--- config.mk ---
export PLATFORM = sky130hd
export DESIGN_NAME = ptc_press
export DESIGN_NICKNAME = d
export VERILOG_FILES = /design/src/rtl/ptc_pkg.sv /design/src/rtl/ptc_press.sv
export SDC_FILE = /design/constraint.sdc
export NUM_CORES = 2
export LEC_CHECK = 0
export ABC_AREA = 1
export BUFFER_PORTS_ARGS = -buffer_cell sky130_fd_sc_hd__clkbuf_2
export CAP_MARGIN = 30
export CORE_MARGIN = 8
export CORE_UTILIZATION = 31
export CTS_CLUSTER_DIAMETER = 120
export DETAILED_ROUTE_END_ITERATION = 12
export SLEW_MARGIN = 20
export SYNTH_ARGS = -nofsm -noshare
export SYNTH_HDL_FRONTEND = slang
export SYNTH_SLANG_ARGS = --single-unit
--- constraint.sdc ---
create_clock -name clk -period 8.33 [get_ports clk]
set_clock_uncertainty 0.2 [all_clocks]
set_input_delay 2.0825 -clock clk [delete_from_list [all_inputs] [get_ports clk]]
set_output_delay 2.0825 -clock clk [all_outputs]
set_load 0.05 [all_outputs]
--- src/rtl/ptc_pkg.sv ---
// ----------------------------------------------------------------------------
// ptc_pkg
// Shared types and constants of the pressure / temperature compensation block.
// ----------------------------------------------------------------------------
`timescale 1ns / 1ps

package ptc_pkg;

  // configuration register indexes
  localparam int unsigned CFG_INDEX_W = 3;
  localparam logic [CFG_INDEX_W-1:0] REG_SENS_COEFF      = 3'd0;
  localparam logic [CFG_INDEX_W-1:0] REG_OFF_COEFF       = 3'd1;
  localparam logic [CFG_INDEX_W-1:0] REG_SENS_TEMP_COEFF = 3'd2;
  localparam logic [CFG_INDEX_W-1:0] REG_OFF_TEMP_COEFF  = 3'd3;
  localparam logic [CFG_INDEX_W-1:0] REG_TREF_COEFF      = 3'd4;
  localparam logic [CFG_INDEX_W-1:0] REG_TSENS_COEFF     = 3'd5;
  localparam logic [CFG_INDEX_W-1:0] REG_HIGH_RANGE      = 3'd6;

  // input item
  typedef struct packed {
    logic [23:0] raw_pressure;
    logic [23:0] raw_temperature;
  } ptc_in_t;

  // result item
  typedef struct packed {
    logic signed [19:0] pressure_tenth_mbar;
    logic signed [15:0] temperature_centi_c;
  } ptc_out_t;

  // calibration set
  typedef struct packed {
    logic [15:0] sens_coeff;
    logic [15:0] off_coeff;
    logic [15:0] sens_temp_coeff;
    logic [15:0] off_temp_coeff;
    logic [15:0] tref_coeff;
    logic [15:0] tsens_coeff;
    logic        high_range_model;
  } ptc_cfg_t;

  // after the input stage: raw pressure and temperature difference
  typedef struct packed {
    logic        [23:0] d1;
    logic signed [24:0] dt;
  } ptc_s1_t;

  // after first-order compensation
  typedef struct packed {
    logic        [23:0] d1;
    logic signed [18:0] dtemp;   // TEMP - 2000
    logic signed [35:0] off1;
    logic signed [35:0] sens1;
    logic        [17:0] t2;
  } ptc_s3_t;

  // after second-order compensation
  typedef struct packed {
    logic        [23:0] d1;
    logic signed [41:0] off;
    logic signed [40:0] sens;
    logic signed [15:0] temp;
  } ptc_s6_t;

endpackage

--- src/rtl/ptc_press.sv ---
// ----------------------------------------------------------------------------
// ptc_press
// Pressure: D1 * SENS in two partial products, scaling, OFF removal, range divide, clamp.
// ----------------------------------------------------------------------------
`timescale 1ns / 1ps

module ptc_press import ptc_pkg::*; (
  input  logic     clk,
  input  logic     rst,
  input  logic     high_range_model,
  input  logic     in_valid,
  input  ptc_s6_t  in_item,
  output logic     out_valid,
  output ptc_out_t out_item
);

  // partial product stage
  logic               pp_valid;
  logic        [44:0] p_lo;
  logic signed [44:0] p_hi;
  logic signed [41:0] pp_off;
  logic signed [15:0] pp_temp;

  // full product stage
  logic               pr_valid;
  logic signed [65:0] prod;
  logic signed [41:0] pr_off;
  logic signed [15:0] pr_temp;

  // offset removed stage
  logic               ac_valid;
  logic signed [45:0] acc;
  logic signed [15:0] ac_temp;

  logic        [44:0] p_lo_next;
  logic signed [44:0] p_hi_next;
  logic signed [65:0] prod_adj;
  logic signed [44:0] prod_scaled;
  logic signed [45:0] acc_adj13;
  logic signed [45:0] acc_adj15;
  logic signed [32:0] pres_div;
  logic signed [19:0] pres_sat;

  // split SENS at bit 21 so each multiplier stays narrow
  assign p_lo_next = in_item.d1 * in_item.sens[20:0];
  assign p_hi_next = $signed({1'b0, in_item.d1}) * $signed(in_item.sens[40:21]);

  always_ff @(posedge clk) begin
    if (rst) begin
      pp_valid <= 1'b0;
    end else begin
      pp_valid <= in_valid;
    end
    p_lo    <= p_lo_next;
    p_hi    <= p_hi_next;
    pp_off  <= in_item.off;
    pp_temp <= in_item.temp;
  end

  // recombine partial products
  always_ff @(posedge clk) begin
    if (rst) begin
      pr_valid <= 1'b0;
    end else begin
      pr_valid <= pp_valid;
    end
    prod    <= $signed({p_hi, 21'h000000}) + $signed({21'h000000, p_lo});
    pr_off  <= pp_off;
    pr_temp <= pp_temp;
  end

  // truncating divide by 2^21, then subtract OFF
  assign prod_adj    = prod + (prod[65] ? 66'sd2097151 : 66'sd0);
  assign prod_scaled = prod_adj[65:21];

  always_ff @(posedge clk) begin
    if (rst) begin
      ac_valid <= 1'b0;
    end else begin
      ac_valid <= pr_valid;
    end
    acc     <= $signed({prod_scaled[44], prod_scaled})
               - $signed({{4{pr_off[41]}}, pr_off});
    ac_temp <= pr_temp;
  end

  // truncating divide by the range divisor, then clamp
  assign acc_adj13 = acc + (acc[45] ? 46'sd8191 : 46'sd0);
  assign acc_adj15 = acc + (acc[45] ? 46'sd32767 : 46'sd0);
  assign pres_div  = high_range_model ? acc_adj13[45:13]
                                      : $signed({{2{acc_adj15[45]}}, acc_adj15[45:15]});

  always_comb begin
    if (pres_div > 33'sd524287) begin
      pres_sat = 20'sh7ffff;
    end else if (pres_div < -33'sd524288) begin
      pres_sat = -20'sh80000;
    end else begin
      pres_sat = pres_div[19:0];
    end
  end

  always_ff @(posedge clk) begin
    if (rst) begin
      out_valid <= 1'b0;
    end else begin
      out_valid <= ac_valid;
    end
    out_item.pressure_tenth_mbar <= pres_sat;
    out_item.temperature_centi_c <= ac_temp;
  end

endmodule

* After elaboration in Yosys (flattened, before gate mapping)
Index checks and enable logic that the tools add are counted.
** Word-level totals
- Input port bits :: 127
- Output and inout bits :: 37
- Word-level logic and storage cells :: 29
- Bits in registers :: 374
** Cells by class
- $mul :: 2
- $lt $le $gt $ge :: 2
- Muxes and demuxes :: 5
- Add/subtract/negate cells :: 5
** Operator list (count)
- adder 66 x 22 -> 66 bit :: 1
- adder 66 x 46 -> 66 bit :: 1
- adder 46 x 14 -> 46 bit :: 1
- adder 46 x 16 -> 46 bit :: 1
- subtractor 45 x 42 -> 46 bit :: 1
- multiplier 24 x 21 -> 45 bit :: 1
- multiplier 25 x 20 -> 45 bit :: 1
- greater-than comparator 33 x 20 -> 1 bit (second input constant) :: 1
- < comparator 33 x 20 -> 1 bit (second input constant) :: 1
- two-way mux 33 bit :: 1
- two-way mux 21 bit :: 1
- two-way mux 20 bit :: 1
- two-way mux 15 bit :: 1
- two-way mux 13 bit :: 1

* Longest topological paths before layout
- Depth in word-level cells :: 5
- Mapped depth :: 30
- Depth with buffers taken out :: 28

* Least setup slack after synthesis
Ideal clock, no wire load.
- Path type :: in2reg
- Start point :: input in_item[108] (netlist name)
- End point :: register p_lo[44]
- Data required time :: 8.009 ns
- Slack :: 0.167 ns
- Arrival time :: 7.841 ns
- Library setup time :: 0.121 ns
- Buffers on the path :: 2
- Stages on the path :: 28
- Cells stage by stage :: clkbuf_1 > clkbuf_1 > nand2_1 > inv_1 > fa_1 > fa_1 > inv_1 > fa_1 > inv_1 > fa_1 > inv_1 > fa_1 > inv_1 > fa_1 > inv_1 > fa_1 > inv_1 > ha_1 > a21o_1 > a21boi_0 > o21ai_0 > nand3_1 > nand3_1 > a21oi_1 > o21bai_1 > nand2_1 > nand2_1 > xor2_1
** On the way
- Word-level cells in the longest chain between the ends :: 1
** Ends and longest elaborated chain
- from (decl) :: line ptc_press.sv:12 : input ptc_s6_t in_item,
- multiplier 24 x 21 -> 45 bit :: line ptc_press.sv:45 : assign p_lo_next = in_item.d1 * in_item.sens[20:0];
- net p_lo_next[44] :: line ptc_press.sv:35 : logic [44:0] p_lo_next;
- to (signal assigned) :: line ptc_press.sv:54 : p_lo <= p_lo_next;
- to (decl) :: line ptc_press.sv:19 : logic [44:0] p_lo;
The timed path passes the listed nets, and every way through them passes these cells.
A chain may end at the register's enable or synchronous reset.

* Worst setup path after layout
- Start point :: input in_item[109] (netlist name)
- End point :: register p_hi[44]
** On the way
- Word-level cells in the longest chain between the ends :: 1
** Ends and longest elaborated chain
- multiplier 25 x 20 -> 45 bit :: line ptc_press.sv:46 : assign p_hi_next = $signed({1'b0, in_item.d1}) * $signed(in_item.sens[40:21]);
- net p_hi_next[44] :: line ptc_press.sv:36 : logic signed [44:0] p_hi_next;
- to (signal assigned) :: line ptc_press.sv:55 : p_hi <= p_hi_next;
- to (decl) :: line ptc_press.sv:20 : logic signed [44:0] p_hi;
The timed path passes the listed nets, and every way through them passes these cells.

==> summary.md <==
| Metric | Value |
|---|---|
| Slowest CP cell | `fa_1` |
| Crit path DAT | `8170 ps` |
| Post-synth top area share | `31.7%` |
| Max Fclk | `126 MHz` |
| Most Crowded Layer GR | `met2` |
| Vias in the first global route | `45000` |
| Delay-heaviest family, CP | `adder cells` |
| Post-CTS Setup Repair Bufs | `0` |
| Cell with the most instances after synthesis | `inv_1` |
| TritonCTS clock tree | `built` |
| Dominant cells by area after synthesis | `fa_1 32%, dfxtp_1 15%, inv_1 13%, nand2_1 12%, ha_1 11%` |
| Worst slew pin tran | `925 ps` |
| Max incr delay on CP | `560 ps` |
| Adder-cell area share of the yosys netlist | `42.5%` |
| Initial antenna violation count | `2` |
| Cts hold-fix bufs | `0` |
| Total Nets Final | `8476` |
| Simple-gate share of the synthesized area | `18.7%` |
| Yosys warns | `0` |
| Post-synth EDFFs | `0` |
| Grt total ovfl | `0` |
| First-pass GRT wire length | `241 mm` |
| Row count | `149` |
| Post-synthesis average cell area | `7.55 µm²` |
| Primary FF master, synth | `dfxtp_1` |
| DRT Wirelength | `149 mm` |
| Horiz. Die Dim | `422 µm` |
| Die ar. | `178000 µm²` |
| RSZ-0062 raised after global routing | `false` |
| Vias | `42400` |
| CP Class | `in -> reg` |
| Hold_ws | `120 ps` |
| Initial DRC count | `2671` |
| Met1 Use GR | `20.6%` |
| CP dominant cell by count | `fa_1` |
| DR vias/cell | `4.55` |
| Final ANT Viol Nets | `0` |
| Die height | `422 µm` |
| DRC errors left | `0` |
| Root Buffer | `clkbuf_16` |
| All-Layer GR Usage | `16.7%` |
| Post-placement cell count | `9247` |
| Minimum clock period | `7930 ps` |
| Core ar. | `164000 µm²` |
| Area after DPL | `56900 µm²` |
| Worst R2R Start | `prod[65]$_DFF_P_` |
| Clock buffer depth | `3` |
| Met3 Usage GRT | `1.94%` |
| Grt met2 use | `30.3%` |
| Cell taking the most area after synthesis | `fa_1` |
| Status | `finished clean` |
| Mux contribution to synthesized area | `0%` |
| Max-slew violation count | `0` |
| Latest clock arrival within the worst-skew pair | `570 ps` |
| Final hold violation count | `0` |
| Startpoint Class | `primary input` |
| WHS Path Cells | `0` |
| MaxCap Viol Count | `0` |
| Worst hold-check path type | `reg -> reg` |
| P&R area growth vs syn | `13.8%` |
| Compound-cell area share of the yosys netlist | `5.84%` |
| Post-DP HPWL | `129 mm` |
| Crit Path Max Fanout | `17` |
| Post-synthesis cell type count | `47` |
| Seq/Total Area, Yosys | `14.6%` |
| Yosys reg bits | `374` |
| CP Depth | `25` |
| GPL Wtd Cong | `0.951` |
| CTS resizes | `0` |
| Final Cycle Share | `95.2%` |
| R2R Setup Slk | `1920 ps` |
| Num CTS Buffers | `40` |
| CP endpoint kind | `flop` |
| Hold path startpoint | `pp_off[1]$_DFF_P_` |
| Boundary Pins | `164` |
| Max-slew headroom | `37.6%` |
| Layout cells sized above 1 | `8.33%` |
| CTS sink cnt | `374` |
| Syn nets | `8150` |
| Min-Delay Endpoint | `pr_off[1]$_DFF_P_` |
| Post-Synth XOR/XNOR Area | `3.37%` |
| Wire length per cell | `16.0 µm` |
| Required @ worst endpoint | `8570 ps` |
| Initial Util | `31.1%` |
| Largest net degree at the start of global routing | `42` |
| Drt first pass iters | `6` |
| PortBufs | `163` |
| RR Endpoint | `acc[19]$_DFF_P_` |
| Reg2reg path depth | `25` |
| Final setup vio count | `0` |
| Htree depth | `2` |
| Layout Cells excl Fill | `9320` |
| Setup_tns | `0 ps` |
| Cells after Synth | `6774` |
| Crit path buffers/inverters | `8` |
| Main combinational cell family by area after synthesis | `adder cells` |
| Ys async rst share | `0%` |
| Design area | `58200 µm²` |
| Clock-pin transition on the worst setup and hold timing paths | `70 ps` |
| N_diodes | `0` |
| Synthesized cell area | `51100 µm²` |
| Top post-synthesis cells by count | `1838 x inv_1, 1666 x nand2_1, 810 x fa_1` |
==> layout make-up <==
cell class | count | area, µm²
Fill cell | 17300 | 106000
Sequential cell | 374 | 7490
Clock buffer | 50 | 1120
Multi-Input combinational cell | 4357 | 36000
Clock inverter | 23 | 215
Timing Repair Buffer | 484 | 3760
Inverter | 1843 | 6920
Tap cell | 2189 | 2740
==> cells in the final DEF, fill, tap and decap left out, types with 7 or more instances in the layout <==
cell type     n
a21boi_0      8
a21o_1       23
a21oi_1     245
a31oi_1      41
buf_12       41
buf_4       279
clkbuf_16    41
clkbuf_2    163
clkinv_2      7
dfxtp_1     374
fa_1        810
ha_1        439
inv_1      1838
nand2_1    1666
nand3_1     173
nand4_1      50
nor2_1      383
nor3_1       47
nor4_1       14
o21a_1       20
o21ai_0     134
o21bai_1     18
o31ai_1       8
o32ai_1       7
or2_2        19
xnor2_1      65
xor2_1      132
==> sequential cells by signal, indices dropped and copies added (netlist names), 16 cells and up <==
| name | cells |
|---|---|
| ac_temp | 16 |
| acc | 46 |
| out_item | 36 |
| p_hi | 45 |
| p_lo | 45 |
| pp_off | 42 |
| pp_temp | 16 |
| pr_off | 42 |
| pr_temp | 16 |
| prod | 66 |
==> per-layer routing <==
metal,wire [µm],up-vias
met1,62200,20500
met4,5120,0
met3,7680,253
met2,74500,1181
met5,0,-
li1,-,20500
==> kinds of logic after synthesis <==
family                     count (synthesis)
and+or+nand+nor                         2383
buffers and inverters                   2043
adders and majority gates               1249
AOI/OAI and AO/OA                        528
DFF                                      374
xor gates and xnor gates                 197
==> stage by stage <==
step / utilization (%) / setup WS, ps
finish: 35.4 / 399
global route: 35.4 / 94.1
CTS: 35.4 / 466
detailed placement: 34.6 / -115
global placement: 34.6 / -94.4
floorplan: - / 167
==> how the worst max path moves through the flow <==
stage,start,to
floorplan,in_item[108],p_lo[44]$_DFF_P_
global placement,in_item[109],p_hi[44]$_DFF_P_
detailed placement,in_item[109],p_hi[41]$_DFF_P_
CTS,in_item[109],p_hi[41]$_DFF_P_
global route,in_item[109],p_hi[44]$_DFF_P_
finish,in_item[109],p_hi[44]$_DFF_P_
Power is left out: the tool's default activity adds up to more than one toggle a clock period on the data nets, which glitch-free logic cannot reach.
