`src/rtl/ptc_pkg.sv`:
```
// ----------------------------------------------------------------------------
// ptc_pkg
// Shared types and constants of the pressure / temperature compensation block.
// ----------------------------------------------------------------------------
`timescale 1ns / 1ps

package ptc_pkg;

  // configuration register indexes
  localparam int unsigned CFG_INDEX_W = 3;
  localparam logic [CFG_INDEX_W-1:0] REG_SENS_COEFF      = 3'd0;
  localparam logic [CFG_INDEX_W-1:0] REG_OFF_COEFF       = 3'd1;
  localparam logic [CFG_INDEX_W-1:0] REG_SENS_TEMP_COEFF = 3'd2;
  localparam logic [CFG_INDEX_W-1:0] REG_OFF_TEMP_COEFF  = 3'd3;
  localparam logic [CFG_INDEX_W-1:0] REG_TREF_COEFF      = 3'd4;
  localparam logic [CFG_INDEX_W-1:0] REG_TSENS_COEFF     = 3'd5;
  localparam logic [CFG_INDEX_W-1:0] REG_HIGH_RANGE      = 3'd6;

  // input item
  typedef struct packed {
    logic [23:0] raw_pressure;
    logic [23:0] raw_temperature;
  } ptc_in_t;

  // result item
  typedef struct packed {
    logic signed [19:0] pressure_tenth_mbar;
    logic signed [15:0] temperature_centi_c;
  } ptc_out_t;

  // calibration set
  typedef struct packed {
    logic [15:0] sens_coeff;
    logic [15:0] off_coeff;
    logic [15:0] sens_temp_coeff;
    logic [15:0] off_temp_coeff;
    logic [15:0] tref_coeff;
    logic [15:0] tsens_coeff;
    logic        high_range_model;
  } ptc_cfg_t;

  // after the input stage: raw pressure and temperature difference
  typedef struct packed {
    logic        [23:0] d1;
    logic signed [24:0] dt;
  } ptc_s1_t;

  // after first-order compensation
  typedef struct packed {
    logic        [23:0] d1;
    logic signed [18:0] dtemp;   // TEMP - 2000
    logic signed [35:0] off1;
    logic signed [35:0] sens1;
    logic        [17:0] t2;
  } ptc_s3_t;

  // after second-order compensation
  typedef struct packed {
    logic        [23:0] d1;
    logic signed [41:0] off;
    logic signed [40:0] sens;
    logic signed [15:0] temp;
  } ptc_s6_t;

endpackage

```
`src/rtl/ptc_second.sv`:
```
// ----------------------------------------------------------------------------
// ptc_second
// Second-order compensation: OFF2 and SENS2 terms, corrected OFF, SENS, TEMP.
// ----------------------------------------------------------------------------
`timescale 1ns / 1ps

module ptc_second import ptc_pkg::*; (
  input  logic    clk,
  input  logic    rst,
  input  logic    in_valid,
  input  ptc_s3_t in_item,
  output logic    out_valid,
  output ptc_s6_t out_item
);

  // square stage
  logic               sq_valid;
  logic        [23:0] sq_d1;
  logic signed [35:0] sq_off1;
  logic signed [35:0] sq_sens1;
  logic        [34:0] dev;
  logic        [35:0] dev_low;
  logic               below_20;
  logic               below_m15;
  logic signed [19:0] temp_full;

  // correction term stage
  logic               cor_valid;
  logic        [23:0] cor_d1;
  logic signed [35:0] cor_off1;
  logic signed [35:0] cor_sens1;
  logic        [39:0] off2;
  logic        [38:0] sens2;
  logic signed [15:0] cor_temp;

  logic signed [37:0] dev_full;
  logic signed [19:0] dtemp_low;
  logic signed [39:0] dev_low_full;
  logic signed [19:0] temp_full_next;
  logic        [39:0] dev3;
  logic        [36:0] dev5;
  logic        [38:0] dev_low7;
  logic        [39:0] off2_base;
  logic        [38:0] sens2_base;
  logic        [39:0] off2_next;
  logic        [38:0] sens2_next;
  logic signed [15:0] temp_sat;

  // squares of the temperature offsets from 20 C and -15 C
  assign dev_full       = in_item.dtemp * in_item.dtemp;
  assign dtemp_low      = $signed({in_item.dtemp[18], in_item.dtemp}) + 20'sd3500;
  assign dev_low_full   = dtemp_low * dtemp_low;
  assign temp_full_next = 20'sd2000 + $signed({in_item.dtemp[18], in_item.dtemp})
                          - $signed({2'b00, in_item.t2});

  always_ff @(posedge clk) begin
    if (rst) begin
      sq_valid <= 1'b0;
    end else begin
      sq_valid <= in_valid;
    end
    sq_d1     <= in_item.d1;
    sq_off1   <= in_item.off1;
    sq_sens1  <= in_item.sens1;
    dev       <= dev_full[34:0];
    dev_low   <= dev_low_full[35:0];
    below_20  <= in_item.dtemp[18];
    below_m15 <= in_item.dtemp < -19'sd3500;
    temp_full <= temp_full_next;
  end

  // OFF2 and SENS2 by range
  assign dev3       = {4'h0, dev, 1'b0} + {5'h00, dev};
  assign dev5       = {dev, 2'b00} + {2'b00, dev};
  assign dev_low7   = {dev_low, 3'b000} - {3'b000, dev_low};
  assign off2_base  = below_20 ? {1'b0, dev3[39:1]} : {9'h000, dev[34:4]};
  assign sens2_base = below_20 ? {5'h00, dev5[36:3]} : 39'd0;
  assign off2_next  = off2_base + (below_m15 ? {1'b0, dev_low7} : 40'd0);
  assign sens2_next = sens2_base + (below_m15 ? {1'b0, dev_low, 2'b00} : 39'd0);

  // temperature saturation
  always_comb begin
    if (temp_full > 20'sd32767) begin
      temp_sat = 16'sh7fff;
    end else if (temp_full < -20'sd32768) begin
      temp_sat = -16'sh8000;
    end else begin
      temp_sat = temp_full[15:0];
    end
  end

  always_ff @(posedge clk) begin
    if (rst) begin
      cor_valid <= 1'b0;
    end else begin
      cor_valid <= sq_valid;
    end
    cor_d1    <= sq_d1;
    cor_off1  <= sq_off1;
    cor_sens1 <= sq_sens1;
    off2      <= off2_next;
    sens2     <= sens2_next;
    cor_temp  <= temp_sat;
  end

  // apply the corrections
  always_ff @(posedge clk) begin
    if (rst) begin
      out_valid <= 1'b0;
    end else begin
      out_valid <= cor_valid;
    end
    out_item.d1   <= cor_d1;
    out_item.off  <= $signed({{6{cor_off1[35]}}, cor_off1}) - $signed({2'b00, off2});
    out_item.sens <= $signed({{5{cor_sens1[35]}}, cor_sens1}) - $signed({2'b00, sens2});
    out_item.temp <= cor_temp;
  end

endmodule

```
`config.mk`:
```
export PLATFORM = sky130hd
export DESIGN_NAME = ptc_second
export DESIGN_NICKNAME = d
export VERILOG_FILES = /design/src/rtl/ptc_pkg.sv /design/src/rtl/ptc_second.sv
export SDC_FILE = /design/constraint.sdc
export NUM_CORES = 2
export LEC_CHECK = 0
export ABC_CLOCK_PERIOD_IN_PS = 9300
export BUFFER_PORTS_ARGS = -buffer_cell sky130_fd_sc_hd__buf_2
export CAP_MARGIN = 20
export CORE_ASPECT_RATIO = 1.75
export CORE_MARGIN = 2
export CORE_UTILIZATION = 49
export CTS_CLUSTER_SIZE = 12
export DETAILED_ROUTE_END_ITERATION = 6
export PLACE_DENSITY = 0.73
export SLEW_MARGIN = 30
export SYNTH_ARGS = -nofsm -noshare
export SYNTH_HDL_FRONTEND = slang
export SYNTH_SLANG_ARGS = --single-unit
export TNS_END_PERCENT = 10
```
`constraint.sdc`:
```
create_clock -name clk -period 9.3 [get_ports clk]
set_input_delay 0 -clock clk [delete_from_list [all_inputs] [get_ports clk]]
set_output_delay 0 -clock clk [all_outputs]
set_load 0.02 [all_outputs]
```
# Word-level counts from Yosys, hierarchy flattened

Cells that the tools add are included.

Register bits after elaboration: 506
Bits of input ports: 136
Output and inout port bits: 124
Word-level logic and storage cells: 41

$add $sub $neg: 10
Multiply operators: 2
Order comparisons: 3
Multiplexer cells: 5

Operators by type and width:

| kind                                                                            | count |
|---|---|
| 36-bit by 41-bit subtractor with 42-bit output                                  | 1 |
| 36-bit by 40-bit subtractor with 41-bit output                                  | 1 |
| 36-bit by 39-bit adder with 40-bit output                                       | 1 |
| 34-bit by 38-bit adder with 39-bit output                                       | 1 |
| 39-bit two-way mux                                                              | 1 |
| 39-bit by 36-bit subtractor with 39-bit output                                  | 1 |
| 38-bit two-way mux                                                              | 1 |
| 36-bit by 35-bit adder with 37-bit output                                       | 1 |
| 37-bit by 35-bit adder with 37-bit output                                       | 1 |
| 20-bit by 20-bit multiplier with 36-bit output                                  | 1 |
| 36-bit two-way mux                                                              | 1 |
| 19-bit by 19-bit multiplier with 35-bit output                                  | 1 |
| 34-bit two-way mux                                                              | 1 |
| 12-bit by 19-bit adder with 20-bit output (first input constant)                | 1 |
| 19-bit by 13-bit adder with 20-bit output (second input constant)               | 1 |
| 20-bit by 16-bit > comparator with 1-bit output (second input constant)         | 1 |
| 20-bit by 16-bit less-than comparator with 1-bit output (second input constant) | 1 |
| 20-bit by 19-bit subtractor with 20-bit output                                  | 1 |
| 19-bit by 13-bit less-than comparator with 1-bit output (second input constant) | 1 |
| 16-bit two-way mux                                                              | 1 |

# Logic depth before layout (Yosys ltp)

Depth after elaboration: 3
Gate-level depth with buffers: 37
Depth with buffers taken out: 35

# Least setup slack after synthesis

Ideal clock, no wire load.

Path kind: in2reg
Start: input port in_item[93] in the netlist's numbering
End: register dev_low[35]
Setup time: 0.120 ns
Arrival: 7.925 ns
Data required time: 9.180 ns
Path slack: 1.255 ns
Cell stages on the path: 32
Buffers on the path: 3
Path through: buf_2 inv_1 clkbuf_1 ha_1 o21a_1 o21ai_0 o21ai_1 xnor2_1 inv_1 clkbuf_1 nor2_1 fa_1 fa_1 inv_1 fa_1 fa_1 inv_1 fa_1 fa_1 fa_1 ha_1 or3_1 a211oi_1 o21ai_1 a211o_1 o21a_1 o211ai_1 o21ai_1 a21oi_1 o21ai_0 a21oi_1 xnor2_1

Cells in the longest elaborated chain, start to end: 2

RTL lines:

| element                                        | line             | text |
|---|---|---|
| start, declared                                | ptc_second.sv:11 | `input ptc_s3_t in_item,` |
| 19-bit by 13-bit adder with 20-bit output      | ptc_second.sv:51 | `assign dtemp_low = $signed({in_item.dtemp[18], in_item.dtemp}) + 20'sd3500;` |
| 20-bit by 20-bit multiplier with 36-bit output | ptc_second.sv:52 | `assign dev_low_full = dtemp_low * dtemp_low;` |
| via dev_low_full[35]                           | ptc_second.sv:38 | `logic signed [39:0] dev_low_full;` |
| end signal, assigned                           | ptc_second.sv:66 | `dev_low <= dev_low_full[35:0];` |
| end, declared                                  | ptc_second.sv:22 | `logic [35:0] dev_low;` |

The timed path passes the listed nets, and every way through them passes these cells.
A chain may end at the register's enable or synchronous reset.

# Final worst setup path

Start: input port in_item[92] in the netlist's numbering
End: register dev_low[35]

Same word-level chain as after synthesis.

==> flow_summary.json <==
{
  "worstSetupPathType": "in2reg",
  "fillers": 8565,
  "slew_headroom_pct": 46.15,
  "initial_utilization_pct": 49.37,
  "seqCellArea_sq_um": 10050,
  "vias": 36090,
  "synth_top_family_by_area": "adder cells",
  "cap_viol_max_count": 0,
  "synth.most_common_cell": "inv_1",
  "synth.top_cells.by_count": "inv_1, fa_1, dfxtp_1",
  "outcome": "complete, no violations",
  "cp_top_family": "adder cells",
  "clock_sinks": 502,
  "syn_nets": 6432,
  "max_stage_delay_ns": 0.54,
  "crit_top_cell": "fa_1",
  "yosysTopAreaCellShare_pct": 28.03,
  "path_clk_slew_ns": 0.06,
  "hold_path.class": "in2reg",
  "worstSkewPairLatency_ns": 0.62,
  "clockBufferDepth": 3,
  "finalSetupViolCount": 0,
  "slew_viol_final": 0,
  "cts_buffers": 50,
  "wirelength_mm": 124.7,
  "synth_compound_area_share_pct": 12.15,
  "htree_num_levels": 2,
  "gp_congestion": 0.9649,
  "synthAdderAreaFrac_pct": 40.70,
  "seq_area_frac_synth_pct": 20.78,
  "drc_errors": 0,
  "tns_ns": 0,
  "grt_pass1_wl_mm": 199.6,
  "r2r_setup_slack_ns": 3.30,
  "ys_types": 95,
  "crit_buf_inv": 8,
  "worst_slew_pin_slew_ns": 0.8023,
  "synth-async-reset-ratio_pct": 0,
  "antenna_found_initial": 1,
  "synthCells": 5129,
  "final_net_count": 6828,
  "hold_viol": 0,
  "core_sq_um": 97940,
  "synth-xor-area-share_pct": 6.494,
  "ys.flop_type": "dfxtp_1",
  "track_usage_pct": 25.23,
  "dp.cells": 6654,
  "cp-end-kind": "register",
  "synth_area_leader_cell": "fa_1",
  "start_kind": "input pin",
  "place_area_sq_um": 51330,
  "rsz0062_at_grt": "false",
  "dp_hpwl_mm": 101.8,
  "final.period_utilization_pct": 88.12,
  "grt_max_degree": 78,
  "die_w_um": 241.5,
  "design_area_sq_um": 54020,
  "cp_slowest_cell": "fa_1",
  "grt_pass1_vias": 40180,
  "drt_iter0_markers": 1626,
  "clock-skew-final_ns": 0.03379,
  "cp.required_ns": 9.79,
  "insertedDiodeCount": 0,
  "die_h_um": 419.6,
  "synth_edf_count": 0,
  "synthSimpleGateAreaFrac_pct": 10.35,
  "row_count": 152,
  "cts-root-buf": "clkbuf_16",
  "yosys-top-cells-area": "fa_1, dfxtp_1, ha_1",
  "critical_path_arrival_ns": 8.68,
  "syn_to_final_growth_pct": 11.72,
  "grt-ovfl-total": 0,
  "synth.area.mux_share_pct": 0.6624,
  "cts-resized-gates": 0,
  "fin_cells": 6848,
  "ios": 260,
  "post_drt_wl_per_cell_um": 18.20,
  "synth.avg_cell_area_sq_um": 9.428,
  "tritoncts": "yes",
  "io_buffers": 259,
  "die_area_sq_um": 101300,
  "vias_per_cell": 5.271,
  "syn-cell-area_sq_um": 48360,
  "yosys_warnings": 0,
  "ys_ff_latch": 502,
  "antenna_left": 0,
  "multi_input_area_sq_um": 34030,
  "max_freq_mhz": 122.0,
  "period_minus_slack_ns": 8.195,
  "drive_above_1_share_pct": 8.413,
  "cp_max_fo": 10,
  "drt-pass1-iter-count": 5
}
[kinds of logic (layout without fill, tap and decap cells)]
logic type | count (synthesis) | after routing
DFF | 502 | 502
and+or+nand+nor | 1060 | 1060
muxes | 29 | 29
buffers and inverters | 1140 | 1550
AOI/OAI and AO/OA | 875 | 875
xor gates and xnor gates | 356 | 356
adders and majority gates | 1167 | 1167
[through the flow]
| step | hold slack (ns) | util (%) | setup WS [ns] |
|---|---|---|---|
| 6_report | 0.02450 | 55.16 | 1.105 |
| 4_1_cts | 0.0007561 | 55.16 | 1.114 |
| 3_5_place_dp | 0.1036 | 52.41 | 0.4829 |
| 5_1_grt | 0.02155 | 55.16 | 0.6244 |
| 3_3_place_gp | 0.1035 | 52.40 | 0.6682 |
| 2_1_floorplan | 0.02772 | - | 1.255 |
[path summary, 6_finish.rpt]
check | from | end | depth (start not counted)
setup reg to reg | dev_low[2] | sens2[36] | 22
hold / removal | in_item[113] | sq_d1[4] | 2
hold reg to reg | sq_off1[8] | cor_off1[8] | 0
setup / recovery | in_item[92] | dev_low[35] | 33
[state kept, by name, indices dropped and copies added, names as in the netlist, 16 cells and up]
register   flops
sens2         39
off2          40
cor_sens1     36
dev_low       35
sq_off1       36
temp_full     20
cor_d1        24
cor_off1      36
cor_temp      16
sq_sens1      36
dev           32
out_item     123
sq_d1         24
[layout make-up]
cell class	instances	share of cell area, %
repair buffers	439	5.494
multi-input cells	3487	62.99
clock inverters	8	0.1899
flip-flops and latches	502	18.61
well taps	1309	3.032
inverters	1045	7.261
clock buffers	58	2.427
[timing repair]
| item | 4_1_cts | 5_1_grt |
|---|---|---|
| hold endpoints to repair | 114 | 0 |
| buffers inserted | 0 | 0 |
| hold buffers | 128 | 0 |
[per-layer routing]
metal,part of all wire [%],vias to the layer above,track usage (%)
met4,7.2,2,15.99
met1,35,17500,24.61
li1,-,17090,-
met5,0.0088,-,0
met2,54,1052,49.66
met3,3.9,452,2.378
[worst reg2reg max path: stages (launching register included)]
cell	delay (ns)
dfxtp_1	0.43
ha_1	0.27
ha_1	0.23
a211oi_2	0.35
o21ai_1	0.19
a21oi_1	0.37
o31ai_1	0.18
a21o_1	0.20
a21oi_1	0.21
nor2_1	0.08
a211oi_1	0.36
xor2_1	0.21
nor2_1	0.06
ha_1	0.37
and3_1	0.23
and4_1	0.29
o21ai_0	0.22
a31oi_1	0.48
o311ai_1	0.24
a31oi_1	0.41
a21oi_1	0.19
xnor2_1	0.16
and2_1	0.16
[placed cells by master (no fill, tap or decap), drive strengths merged, types with 128 or more instances in the layout]
cell and instances:
ha 490, a21o 160, fa 677, buf 311, dfxtp 502, xnor2 250, nand2 312, a21oi 267
nor2 333, o21ai 152, inv 1036, dlygate4sd3 128
Power is not shown: default switching activity piles up to over one toggle a cycle in this logic, so the estimate is an artifact.
